===== config.mk =====
export PLATFORM = sky130hd
export DESIGN_NAME = command_frame_builder_crc16_core
export DESIGN_NICKNAME = d
export VERILOG_FILES = /design/src/rtl/cfbc_pkg.sv /design/src/rtl/command_frame_builder_crc16_core.sv
export SDC_FILE = /design/constraint.sdc
export NUM_CORES = 1
export LEC_CHECK = 0
export ABC_AREA = 1
export BUFFER_PORTS_ARGS = -buffer_cell sky130_fd_sc_hd__buf_2
export CAP_MARGIN = 10
export CORE_MARGIN = 10
export CORE_UTILIZATION = 50
export DETAILED_ROUTE_END_ITERATION = 16
export PLACE_DENSITY_LB_ADDON = 0.15
export RECOVER_POWER = 50
export SYNTH_ARGS = -nofsm -noshare
export SYNTH_HDL_FRONTEND = slang
export SYNTH_SLANG_ARGS = --single-unit

===== constraint.sdc =====
create_clock -name clk -period 5.3 [get_ports clk]
set_input_delay 0.795 -clock clk [delete_from_list [all_inputs] [get_ports clk]]
set_output_delay 0.795 -clock clk [all_outputs]
set_load 0.05 [all_outputs]

===== src/rtl/cfbc_pkg.sv =====
// Shared constants and a helper for the command frame builder.
// Field widths, header sync bytes, step codes and the checksum byte step.
// No dependencies.
`timescale 1ns / 1ps

package cfbc_pkg;

  localparam int unsigned WordW   = 16;
  localparam int unsigned ByteW   = 8;
  localparam int unsigned InDataW = 56;   // code, length, id, payload byte
  localparam int unsigned StepW   = 4;    // up to ten bytes per run

  localparam logic [ByteW-1:0] SYNC_HI  = 8'h53;
  localparam logic [ByteW-1:0] SYNC_LO  = 8'h74;
  localparam logic [WordW-1:0] CRC_POLY = 16'h8005;

  // cmd codes, carried on the slave tuser
  localparam logic CMD_START   = 1'b0;
  localparam logic CMD_PAYLOAD = 1'b1;

  // step positions within a run
  localparam logic [StepW-1:0] STEP_FIRST       = 4'd0;
  localparam logic [StepW-1:0] STEP_HDR_LAST    = 4'd7;
  localparam logic [StepW-1:0] STEP_HDR_CRC_HI  = 4'd8;
  localparam logic [StepW-1:0] STEP_HDR_CRC_LO  = 4'd9;
  localparam logic [StepW-1:0] STEP_PLD_CRC_HI  = 4'd1;
  localparam logic [StepW-1:0] STEP_PLD_CRC_LO  = 4'd2;

  // One byte into the checksum: shift with feedback, then xor {prior, byte}.
  function automatic logic [WordW-1:0] crc_step(input logic [WordW-1:0] crc,
                                                 input logic [ByteW-1:0] prior,
                                                 input logic [ByteW-1:0] b);
    logic [WordW-1:0] sh;
    sh = {crc[WordW-2:0], 1'b0} ^ (crc[WordW-1] ? CRC_POLY : '0);
    return sh ^ {prior, b};
  endfunction

endpackage


===== src/rtl/command_frame_builder_crc16_core.sv =====
// Command frame builder: top level.
// Serializes start and payload items into framed bytes with a 16-bit checksum.
// Depends on cfbc_pkg.
`timescale 1ns / 1ps

// A start item (tuser = 0) produces the eight header bytes, plus the two
// checksum bytes when the payload length is zero. Each payload item
// (tuser = 1) produces one byte, and three (byte, checksum high, checksum
// low) for the final payload byte of a frame. The output runs at one byte
// per cycle while items keep arriving and the receiver keeps up; the step
// counter walks the held item through its bytes. The next item is taken in
// the cycle the held item's last byte moves into the output register, so
// payload items stream at one per cycle; a stalled output stalls the input.
// Stray payload gives one zero byte with tuser (error) set; a start while a
// frame is open flags error on its first header byte.
module command_frame_builder_crc16_core (
  input  logic        clk,
  input  logic        rst,
  input  logic        s_axis_tvalid,
  output logic        s_axis_tready,
  // [15:0] command_code, [31:16] payload_length, [47:32] frame_id,
  // [55:48] payload_byte
  input  logic [55:0] s_axis_tdata,
  // [0] cmd
  input  logic [0:0]  s_axis_tuser,
  output logic        m_axis_tvalid,
  input  logic        m_axis_tready,
  // [7:0] out_byte
  output logic [7:0]  m_axis_tdata,
  output logic        m_axis_tlast,   // last_byte
  // [0] error
  output logic [0:0]  m_axis_tuser
);

  // held item
  logic                            hold_valid;
  logic                            hold_cmd;
  logic [cfbc_pkg::WordW-1:0]      hold_code;
  logic [cfbc_pkg::WordW-1:0]      hold_len;
  logic [cfbc_pkg::WordW-1:0]      hold_id;
  logic [cfbc_pkg::ByteW-1:0]      hold_byte;
  logic [cfbc_pkg::StepW-1:0]      step;

  // frame state
  logic [cfbc_pkg::WordW-1:0]      crc_accum, crc_accum_next;
  logic [cfbc_pkg::ByteW-1:0]      prior_byte, prior_byte_next;
  logic [cfbc_pkg::WordW-1:0]      bytes_left, bytes_left_next;
  logic                            frame_open, frame_open_next;

  logic                            fire, in_accept;
  logic [cfbc_pkg::ByteW-1:0]      cur_byte;
  logic                            cur_last, cur_err;
  logic [cfbc_pkg::ByteW-1:0]      hdr_byte;
  logic [cfbc_pkg::WordW-1:0]      crc_base;
  logic [cfbc_pkg::ByteW-1:0]      prior_base;

  assign fire          = hold_valid && (!m_axis_tvalid || m_axis_tready);
  assign s_axis_tready = !hold_valid || (fire && cur_last);
  assign in_accept     = s_axis_tvalid && s_axis_tready;

  always_comb begin
    case (step[2:0])
      3'd0:    hdr_byte = cfbc_pkg::SYNC_HI;
      3'd1:    hdr_byte = cfbc_pkg::SYNC_LO;
      3'd2:    hdr_byte = hold_code[15:8];
      3'd3:    hdr_byte = hold_code[7:0];
      3'd4:    hdr_byte = hold_len[15:8];
      3'd5:    hdr_byte = hold_len[7:0];
      3'd6:    hdr_byte = hold_id[15:8];
      default: hdr_byte = hold_id[7:0];
    endcase
  end

  // a new frame starts its checksum from zero
  assign crc_base   = (hold_cmd == cfbc_pkg::CMD_START && step == cfbc_pkg::STEP_FIRST)
                      ? '0 : crc_accum;
  assign prior_base = (hold_cmd == cfbc_pkg::CMD_START && step == cfbc_pkg::STEP_FIRST)
                      ? '0 : prior_byte;

  always_comb begin
    cur_byte        = '0;
    cur_last        = 1'b0;
    cur_err         = 1'b0;
    crc_accum_next  = crc_accum;
    prior_byte_next = prior_byte;
    bytes_left_next = bytes_left;
    frame_open_next = frame_open;
    if (hold_cmd == cfbc_pkg::CMD_START) begin
      if (step <= cfbc_pkg::STEP_HDR_LAST) begin
        cur_byte        = hdr_byte;
        cur_last        = (step == cfbc_pkg::STEP_HDR_LAST) && (hold_len != '0);
        cur_err         = (step == cfbc_pkg::STEP_FIRST) && frame_open;
        crc_accum_next  = cfbc_pkg::crc_step(crc_base, prior_base, hdr_byte);
        prior_byte_next = hdr_byte;
        if (step == cfbc_pkg::STEP_FIRST) begin
          frame_open_next = 1'b1;
          bytes_left_next = hold_len;
        end
      end else if (step == cfbc_pkg::STEP_HDR_CRC_HI) begin
        cur_byte = crc_accum[15:8];
      end else begin
        cur_byte        = crc_accum[7:0];
        cur_last        = 1'b1;
        frame_open_next = 1'b0;
        bytes_left_next = '0;
      end
    end else begin
      if (step == cfbc_pkg::STEP_FIRST) begin
        if (!frame_open || bytes_left == '0) begin
          // stray payload: zero byte, error, state untouched
          cur_last = 1'b1;
          cur_err  = 1'b1;
        end else begin
          cur_byte        = hold_byte;
          cur_last        = (bytes_left != 16'd1);
          crc_accum_next  = cfbc_pkg::crc_step(crc_accum, prior_byte, hold_byte);
          prior_byte_next = hold_byte;
          bytes_left_next = bytes_left - 16'd1;
        end
      end else if (step == cfbc_pkg::STEP_PLD_CRC_HI) begin
        cur_byte = crc_accum[15:8];
      end else begin
        cur_byte        = crc_accum[7:0];
        cur_last        = 1'b1;
        frame_open_next = 1'b0;
        bytes_left_next = '0;
      end
    end
  end

  // input register and step counter
  always_ff @(posedge clk) begin
    if (rst) begin
      hold_valid <= 1'b0;
      step       <= '0;
    end else if (in_accept) begin
      hold_valid <= 1'b1;
      step       <= '0;
    end else if (fire) begin
      if (cur_last) begin
        hold_valid <= 1'b0;
        step       <= '0;
      end else begin
        step <= step + 4'd1;
      end
    end
  end

  always_ff @(posedge clk) begin
    if (in_accept) begin
      hold_cmd  <= s_axis_tuser[0];
      hold_code <= s_axis_tdata[15:0];
      hold_len  <= s_axis_tdata[31:16];
      hold_id   <= s_axis_tdata[47:32];
      hold_byte <= s_axis_tdata[55:48];
    end
  end

  always_ff @(posedge clk) begin
    if (rst) begin
      crc_accum  <= '0;
      prior_byte <= '0;
      bytes_left <= '0;
      frame_open <= 1'b0;
    end else if (fire) begin
      crc_accum  <= crc_accum_next;
      prior_byte <= prior_byte_next;
      bytes_left <= bytes_left_next;
      frame_open <= frame_open_next;
    end
  end

  // output register
  always_ff @(posedge clk) begin
    if (rst) begin
      m_axis_tvalid <= 1'b0;
    end else if (fire) begin
      m_axis_tvalid <= 1'b1;
    end else if (m_axis_tready) begin
      m_axis_tvalid <= 1'b0;
    end
  end

  always_ff @(posedge clk) begin
    if (fire) begin
      m_axis_tdata    <= cur_byte;
      m_axis_tlast    <= cur_last;
      m_axis_tuser[0] <= cur_err;
    end
  end

  // an error item is either a stray zero byte or the first sync byte of a restart
  a_err_shape: assert property (@(posedge clk) disable iff (rst)
    m_axis_tvalid && m_axis_tuser[0] |->
      (m_axis_tdata == '0 && m_axis_tlast) ||
      (m_axis_tdata == cfbc_pkg::SYNC_HI && !m_axis_tlast))
    else $error("malformed error item");

  a_left_needs_open: assert property (@(posedge clk) disable iff (rst)
    bytes_left != '0 |-> frame_open)
    else $error("payload count outside an open frame");

  a_step_range: assert property (@(posedge clk) disable iff (rst)
    hold_valid |-> step <= cfbc_pkg::STEP_HDR_CRC_LO)
    else $error("step counter overran a run");

  a_take_after_last: assert property (@(posedge clk) disable iff (rst)
    fire && cur_last && !in_accept |=> !hold_valid)
    else $error("held item kept after its last byte");

endmodule

==> impl_metrics.ini, run 1 <==
[drt]
routed_wl_um = 15100
met1_length_um = 7170
dr_wl_met2_um = 6620
antenna_left = 0
wl_per_cell_um = 16.8
routed.top_layer = met4
avgViaCountPerCell = 5.41
drc = 0
vias = 4851
dr_wl_met3_um = 1020
drtPass1Iterations = 5
drt-initial-drc-count = 581

[clock_network]
cts-resized-gates = 0
clock_sinks = 114
post_cts_buffers = 0
path_clk_slew_ns = 0.05
cts_buffers = 17
cts_root_buffer = clkbuf_16
hold_buffers = 0
cts_max_level = 4
clk_latency_ns = 0.42
cts_tree = done
clock_path_buffers = 2

[power]
power_leakage_uw = 0.00276
p_per_area_mw_per_mm2 = 374
peakVddDrop_uv = 325

[logic_synthesis]
synth_edf_count = 67
yosys_warnings = 0
synthArstFlopShare_pct = 0
syn_inst = 674
synth_top_area_cell = edfxtp_1
syn_area_mm2 = 0.00568
yosysUniqueCellTypes = 36
netlist.area_leader.share_pct = 35.4
postSynthAreaPerCell_um2 = 8.43
ys_seq_area_share_pct = 51.9
synth_fp_nets = 743
synth.area.top_cells = edfxtp_1 35%, dfxtp_1 17%, nand2_1 11%
yosysMostFrequentCell = nand2_1
synth_common_cells = 162 x nand2_1, 73 x nor2_1, 68 x inv_1
synth-seq-cells = 114
synthFlopType = edfxtp_1

[placed_design]
routabilityCongestion = 0.883
post-dp-hpwl_um = 10600
dp_slack_ns = 1.93
placed_area_mm2 = 0.00609
io_buffers = 72

[finish]
fillerInstances = 972
antenna_cells = 0
drive_above_1_share_pct = 14.7
nets = 813
fin_util_pct = 60.2
fin_area_mm2 = 0.00661
area_growth_pct = 16.3

[worst_setup_path]
r2r_slack_ns = 1.86
startpoint_type = register
r2r-start = hold_cmd
crit_path_top_delay_cell = edfxtp_1
crit_start = hold_cmd
cp-end-kind = output pin
crit_path_max_incr_delay_ns = 0.86
crit_chain = inv_1, and3_1, a21oi_2, nand3_1, nand2_1, nand2_2, buf_2
worstPathMaxFanout = 21
worstPathRequired_ns = 4.51
critPathKind = reg2out
critPathArrivalTime_ns = 2.83

[global_routing]
grt_pass1_wl_um = 24200
grt_overflow = 0
antenna_found_initial = 0
grt_max_degree = 34
grt_pass1_vias = 4749
grtUsageTotal_pct = 18.7

[hold_path]
hp-start = m_axis_tvalid
hp-class = reg2reg

[floorplanning]
dieArea_mm2 = 0.0160
die_h_um = 127
die_w_um = 127
core_mm2 = 0.0110
ioPinCount = 73
initial_core_util_pct = 51.8
rows = 38

[timing]
fin_worst_skew_ns = 0.00622
rsz0062_at_grt = no
drv_slew = 28
finalSetupTns_ns = 0
post-route-period-util_pct = 68.4
timing.fmax_mhz = 276
worst_slack_ns = 1.67
worst_pin_slew_ns = 1.62
fin_crit_ns = 3.63
slew_headroom_pct = -7.71
fin_hold_ws_ns = 0.487
setup_viol = 0
final_hold_viol_count = 0

[flow_run]
maxCapViolations = 1

[outcome]
status = complete, but fails checks
violations = max-capacitance violations, max-slew violations
## layer usage
layer	GRT usage, %	vias to the layer above
met5	0	-
met4	6.50	0
met3	5.00	19
met2	28.1	182
met1	25.5	2253
li1	-	2397
## final timing paths
| kind | to | depth (start not counted) |
|---|---|---|
| min | m_axis_tvalid | 2 |
| max reg2reg | hold_len[3] | 9 |
| min reg2reg | m_axis_tvalid | 2 |
| max | s_axis_tready | 7 |
## critical path: cells and delay by family (launching register included)
kind | cells | cell delay, ns
DFF | 1 | 0.86
AOI/OAI and AO/OA | 1 | 0.13
and+or+nand+nor | 4 | 0.68
buffers and inverters | 2 | 0.75
## logic make-up (layout without fill, tap and decap cells)
group / Yosys count / count (layout) / share of synthesized area (%)
AOI/OAI and AO/OA: 141 / 141 / 14.2
xor gates and xnor gates: 14 / 14 / 2.16
adders and majority gates: 8 / 8 / 1.76
buffers and inverters: 96 / 179 / 7.42
DFF: 114 / 114 / 51.9
and+or+nand+nor: 301 / 301 / 22.5
## metrics by stage
stage / total power (uW) / instances
finish: 2470 / 897
global route: 2580 / 897
CTS: 2490 / 897
detailed placement: 1390 / 865
global placement: 1390 / 865
floorplan: 1310 / 674
## area by class of cell
cell class / instances / area [um^2] / share of cell area [%]
multi-input cells: 464 / 2280 / 34.6
inverters: 73 / 274 / 4.15
flip-flops and latches: 114 / 2950 / 44.7
well taps: 140 / 175 / 2.65
repair buffers: 74 / 353 / 5.34
clock buffers: 18 / 429 / 6.49
clock inverters: 14 / 141 / 2.14
## cell usage in the layout, fill, tap and decap left out, drive strengths merged
| cell type | synthesis | routed |
|---|---|---|
| nand2 | 173 | 173 |
| nor2 | 77 | 77 |
| inv | 73 | 73 |
| edfxtp | 67 | 67 |
| buf | 11 | 58 |
| a21oi | 58 | 58 |
| o21ai | 55 | 55 |
| dfxtp | 47 | 47 |
| clkbuf | 12 | 34 |
| nand3 | 30 | 30 |
| nor3 | 14 | 14 |
| xor2 | 10 | 10 |
| o2111ai | 9 | 9 |
| ha | 8 | 8 |
| clkinv | 0 | 8 |
| a211oi | 7 | 7 |
| o21a | 5 | 5 |
| o22ai | 5 | 5 |
| xnor2 | 4 | 4 |
| clkinvlp | 0 | 4 |
| nand4 | 3 | 3 |
| nor4 | 2 | 2 |
| bufinv | 0 | 2 |
| and3 | 1 | 1 |
| a21boi | 1 | 1 |
| or2 | 1 | 1 |
| o32ai | 1 | 1 |
## flip-flops by register name, indices dropped and copies added, names as in the netlist, 4 cells and up
| name | flops |
|---|---|
| step | 4 |
| hold_id | 16 |
| bytes_left | 16 |
| crc_accum | 16 |
| hold_len | 16 |
| hold_byte | 8 |
| prior_byte | 8 |
| hold_code | 16 |
| m_axis_tdata | 8 |
## report_power, final
part	switching (uW)	total, uW	internal [uW]	leakage (uW)
Sequential	45.0	1050	1010	0.00103
Clock	409	1090	686	0.000265
Combinational	222	326	104	0.00147
Power figures use the tool's default switching activity.
==> inputs of run 2 (changes only) <==
==> constraint.sdc (replaced) <==
create_clock -name clk -period 3.1 [get_ports clk]
set_input_delay 0.465 -clock clk [delete_from_list [all_inputs] [get_ports clk]]
set_output_delay 0.465 -clock clk [all_outputs]
set_load 0.05 [all_outputs]
==> impl_metrics.ini, run 2 (synthesis results as in run 1) <==
[floorplanning]
die_w_um = 127
dieArea_mm2 = 0.0160
ioPinCount = 73
die_h_um = 127
initial_core_util_pct = 51.8
rows = 38
core_mm2 = 0.0110

[drt]
vias = 4849
drt-initial-drc-count = 557
drc = 0
routed_wl_um = 14900
wl_per_cell_um = 16.6
avgViaCountPerCell = 5.38
antenna_left = 0
drtPass1Iterations = 5

[clock_network]
cts_max_level = 4
cts_root_buffer = clkbuf_16
path_clk_slew_ns = 0.05
cts_buffers = 17
cts-resized-gates = 0
clock_sinks = 114
hold_buffers = 0
cts_tree = done
clock_path_buffers = 2
post_cts_buffers = 0
clk_latency_ns = 0.43

[global_routing]
grt_max_degree = 58
grt_pass1_wl_um = 24300
grt_overflow = 0
antenna_found_initial = 0
grtUsageTotal_pct = 18.9
grt_pass1_vias = 4789

[worst_setup_path]
startpoint_type = register
worstPathMaxFanout = 18
critPathKind = reg2out
cp-end-kind = output pin
worstPathRequired_ns = 2.63
critPathArrivalTime_ns = 2.36

[finish]
fillerInstances = 953
antenna_cells = 0
regArea_mm2 = 0.00295
multiInputGateArea_mm2 = 0.00229
final_common_cell = nand2_1
fin_area_mm2 = 0.00668
nets = 819
drive_above_1_share_pct = 15.6
area_growth_pct = 17.6
layout_common_cells = 166 x nand2_1, 73 x nor2_1, 67 x inv_1, 67 x edfxtp_1, 59 x buf_2

[flow_run]
maxCapViolations = 0

[power]
p_clk_share_pct = 44.6
p_seq_share_pct = 42.1
peakVddDrop_uv = 465
p_sw_share_pct = 26.5
p_sw_uw = 1130
pwr-share-comb_pct = 13.3
p_per_area_mw_per_mm2 = 640
intPower_uw = 3150
power_leakage_uw = 0.00280

[timing]
drv_slew = 0
final_hold_viol_count = 0
fin_hold_ws_ns = 0.214
fin_crit_ns = 2.83
post-route-period-util_pct = 91.2
slew_headroom_pct = 21.4
fin_worst_skew_ns = 0.00833
worst_pin_slew_ns = 1.18
timing.fmax_mhz = 354
setup_viol = 0
rsz0062_at_grt = no
finalSetupTns_ns = 0

[placed_design]
routabilityCongestion = 0.861
placed_area_mm2 = 0.00615
io_buffers = 72
post-dp-hpwl_um = 10700

[hold_path]
hp-class = in2reg

[outcome]
status = completed
-- run 2: layer usage --
layer | wire [um] | track usage [%] | up-vias
met5 | 0 | 0 | -
met4 | 339 | 8.64 | 0
met3 | 970 | 5.50 | 30
met2 | 6420 | 26.9 | 174
met1 | 7190 | 25.8 | 2235
li1 | - | - | 2410
-- run 2: worst paths after layout --
| path | start | endpoint | slack, ns | cells past startpoint |
|---|---|---|---|---|
| worst min-delay path | s_axis_tdata[33] | hold_id[1] | 0.21 | 1 |
| worst max register to register | bytes_left[0] | prior_byte[2] | 0.29 | 11 |
| worst min register to register | bytes_left[3] | bytes_left[3] | 0.49 | 2 |
| worst max-delay path | step[0] | s_axis_tready | 0.27 | 11 |
-- run 2: worst max-delay path, cell delays in order, from the launching register on --
cell	delay (ns)
dfxtp_1	0.34
inv_1	0.12
ha_1	0.25
nand2_2	0.08
inv_2	0.09
nand2_4	0.15
inv_2	0.17
nand2_1	0.12
nand3_2	0.15
nand2_2	0.08
nand2_2	0.09
buf_2	0.28
-- run 2: power by group through the flow --
stage / sequential (uW) / combinational, uW / clock, uW
finish: 1800 / 570 / 1910
global route: 1810 / 644 / 2000
CTS: 1800 / 574 / 1930
detailed placement: 1830 / 568 / 0
global placement: 1830 / 558 / 0
floorplan: 1840 / 393 / 0
-- run 2: layout make-up --
| type | count | area share [%] |
|---|---|---|
| multi-input cells | 464 | 34.3 |
| clock inverters | 13 | 2.17 |
| clock buffers | 17 | 6.36 |
| repair buffers | 80 | 6.18 |
| well taps | 140 | 2.62 |
| inverters | 73 | 4.16 |
| flip-flops and latches | 114 | 44.2 |
-- run 2: per-stage QoR --
stage,power (uW),setup slack [ns],util [%],instances
2_1_floorplan,2230,0.228,-,674
3_3_place_gp,2380,0.743,56.0,871
3_5_place_dp,2400,0.627,56.0,871
4_1_cts,4310,0.250,61.2,901
5_1_grt,4460,0.0470,60.9,901
6_report,4280,0.272,60.9,901
==> inputs of run 3 (changes only) <==
==> constraint.sdc (replaced) <==
create_clock -name clk -period 2.38 [get_ports clk]
set_input_delay 0.357 -clock clk [delete_from_list [all_inputs] [get_ports clk]]
set_output_delay 0.357 -clock clk [all_outputs]
set_load 0.05 [all_outputs]
==> impl_metrics.ini, run 3 (synthesis results as in run 1) <==
[timing]
post-route-period-util_pct = 94.3
rsz0062_at_grt = no
drv_slew = 0
fin_worst_skew_ns = 0.00773
fin_hold_ws_ns = 0.117
fin_crit_ns = 2.24
finalSetupTns_ns = 0
timing.fmax_mhz = 446
slew_headroom_pct = 55.2
setup_viol = 0
final_hold_viol_count = 0
worst_pin_slew_ns = 0.672

[worst_setup_path]
worstPathRequired_ns = 2.02
cp-end-kind = output pin
worstPathMaxFanout = 5
r2r_slack_ns = 0.23
startpoint_type = register
critPathKind = reg2out
critPathArrivalTime_ns = 1.89

[finish]
layout_common_cells = 158 x nand2_1, 68 x nor2_1, 67 x edfxtp_1
multiInputGateArea_mm2 = 0.00242
fillerInstances = 936
fin_area_mm2 = 0.00691
nets = 830
area_growth_pct = 21.5
final_common_cell = nand2_1
drive_above_1_share_pct = 20.3
antenna_cells = 0
regArea_mm2 = 0.00296
fin_util_pct = 62.9
instances_no_fill = 913

[placed_design]
routabilityCongestion = 0.918
io_buffers = 72
placed_area_mm2 = 0.00633
placed_cells = 879
post-dp-hpwl_um = 10700

[floorplanning]
core_mm2 = 0.0110
initial_core_util_pct = 51.8
die_h_um = 127
dieArea_mm2 = 0.0160
ioPinCount = 73
rows = 38
die_w_um = 127

[drt]
wl_per_cell_um = 16.4
drc = 0
antenna_left = 0
avgViaCountPerCell = 5.43
vias = 4959
drt-initial-drc-count = 571
drtPass1Iterations = 5
routed_wl_um = 15000

[global_routing]
grtUsageTotal_pct = 18.4
grt_pass1_vias = 4717
grt_pass1_wl_um = 24000
grt_max_degree = 34
antenna_found_initial = 0
grt_overflow = 0

[power]
p_seq_share_pct = 42.5
intPower_uw = 4030
power_leakage_uw = 0.00288
pwr-share-comb_pct = 14.5
p_clk_share_pct = 43.0
p_sw_share_pct = 27.0
peakVddDrop_uv = 424
p_per_area_mw_per_mm2 = 799
p_sw_uw = 1490

[clock_network]
cts_buffers = 17
clk_latency_ns = 0.41
path_clk_slew_ns = 0.05
clock_sinks = 114
hold_buffers = 0
cts_tree = done
cts_max_level = 4
cts_root_buffer = clkbuf_16
clock_path_buffers = 2

[outcome]
status = completed

[flow_run]
maxCapViolations = 0

[hold_path]
hp-class = in2reg
[run 3: changes by cell type in the layout (fill, tap and decap cells not counted), sizes merged]
cell	before	now
buf	66	77
bufinv	3	2
clkbuf	31	32
clkinv	8	9
clkinvlp	3	4
inv	72	71
[run 3: critical path: stages (launching register included)]
cell and delay [ns]:
dfxtp_1 0.37, inv_2 0.09, ha_1 0.19, nand2_1 0.08
nor2_1 0.05, nand2_1 0.08, nand2_2 0.09, nand2_4 0.10
nand3_4 0.10, nand2_4 0.11, nand2_8 0.06, buf_6 0.16
[run 3: cell type report]
class | instances | share of cell area [%]
Clock inverter | 13 | 1.74
Inverter | 73 | 4.22
Timing Repair Buffer | 91 | 7.43
Multi-Input combinational cell | 464 | 35.0
Sequential cell | 114 | 42.9
Clock buffer | 18 | 6.21
Tap cell | 140 | 2.54
[run 3: timing repair]
action                     in CTS  in global routing
setup buffers                   0                  3
resized for setup               2                 10
setup endpoints to repair       1                  6
[run 3: metrics by stage]
| step | worst slack (ns) | total power (uW) |
|---|---|---|
| floorplan | -0.150 | 2930 |
| global placement | 0.234 | 3140 |
| detailed placement | 0.186 | 3150 |
| CTS | 0.0462 | 5520 |
| global route | 0.0241 | 5750 |
| finish | 0.136 | 5520 |
[run 3: final timing paths]
path | start | to | cells past startpoint
hold / removal | s_axis_tdata[13] | hold_code[13] | 1
hold reg to reg | prior_byte[5] | prior_byte[5] | 2
setup reg to reg | step[0] | prior_byte[4] | 10
setup / recovery | bytes_left[0] | s_axis_tready | 11
[run 3: power by group through the flow]
| stage | registers (uW) | clock network (uW) | logic [uW] |
|---|---|---|---|
| final | 2340 | 2370 | 802 |
| after global routing | 2360 | 2490 | 897 |
| after CTS | 2340 | 2400 | 787 |
| after detailed placement | 2380 | 0 | 775 |
| after global placement | 2380 | 0 | 760 |
| after floorplan | 2400 | 0 | 532 |
[run 3: metal layers]
metal,GRT usage [%],wire (um)
met1,25.4,6810
met2,26.5,6490
met3,4.66,1350
met4,8.44,348
met5,0,0
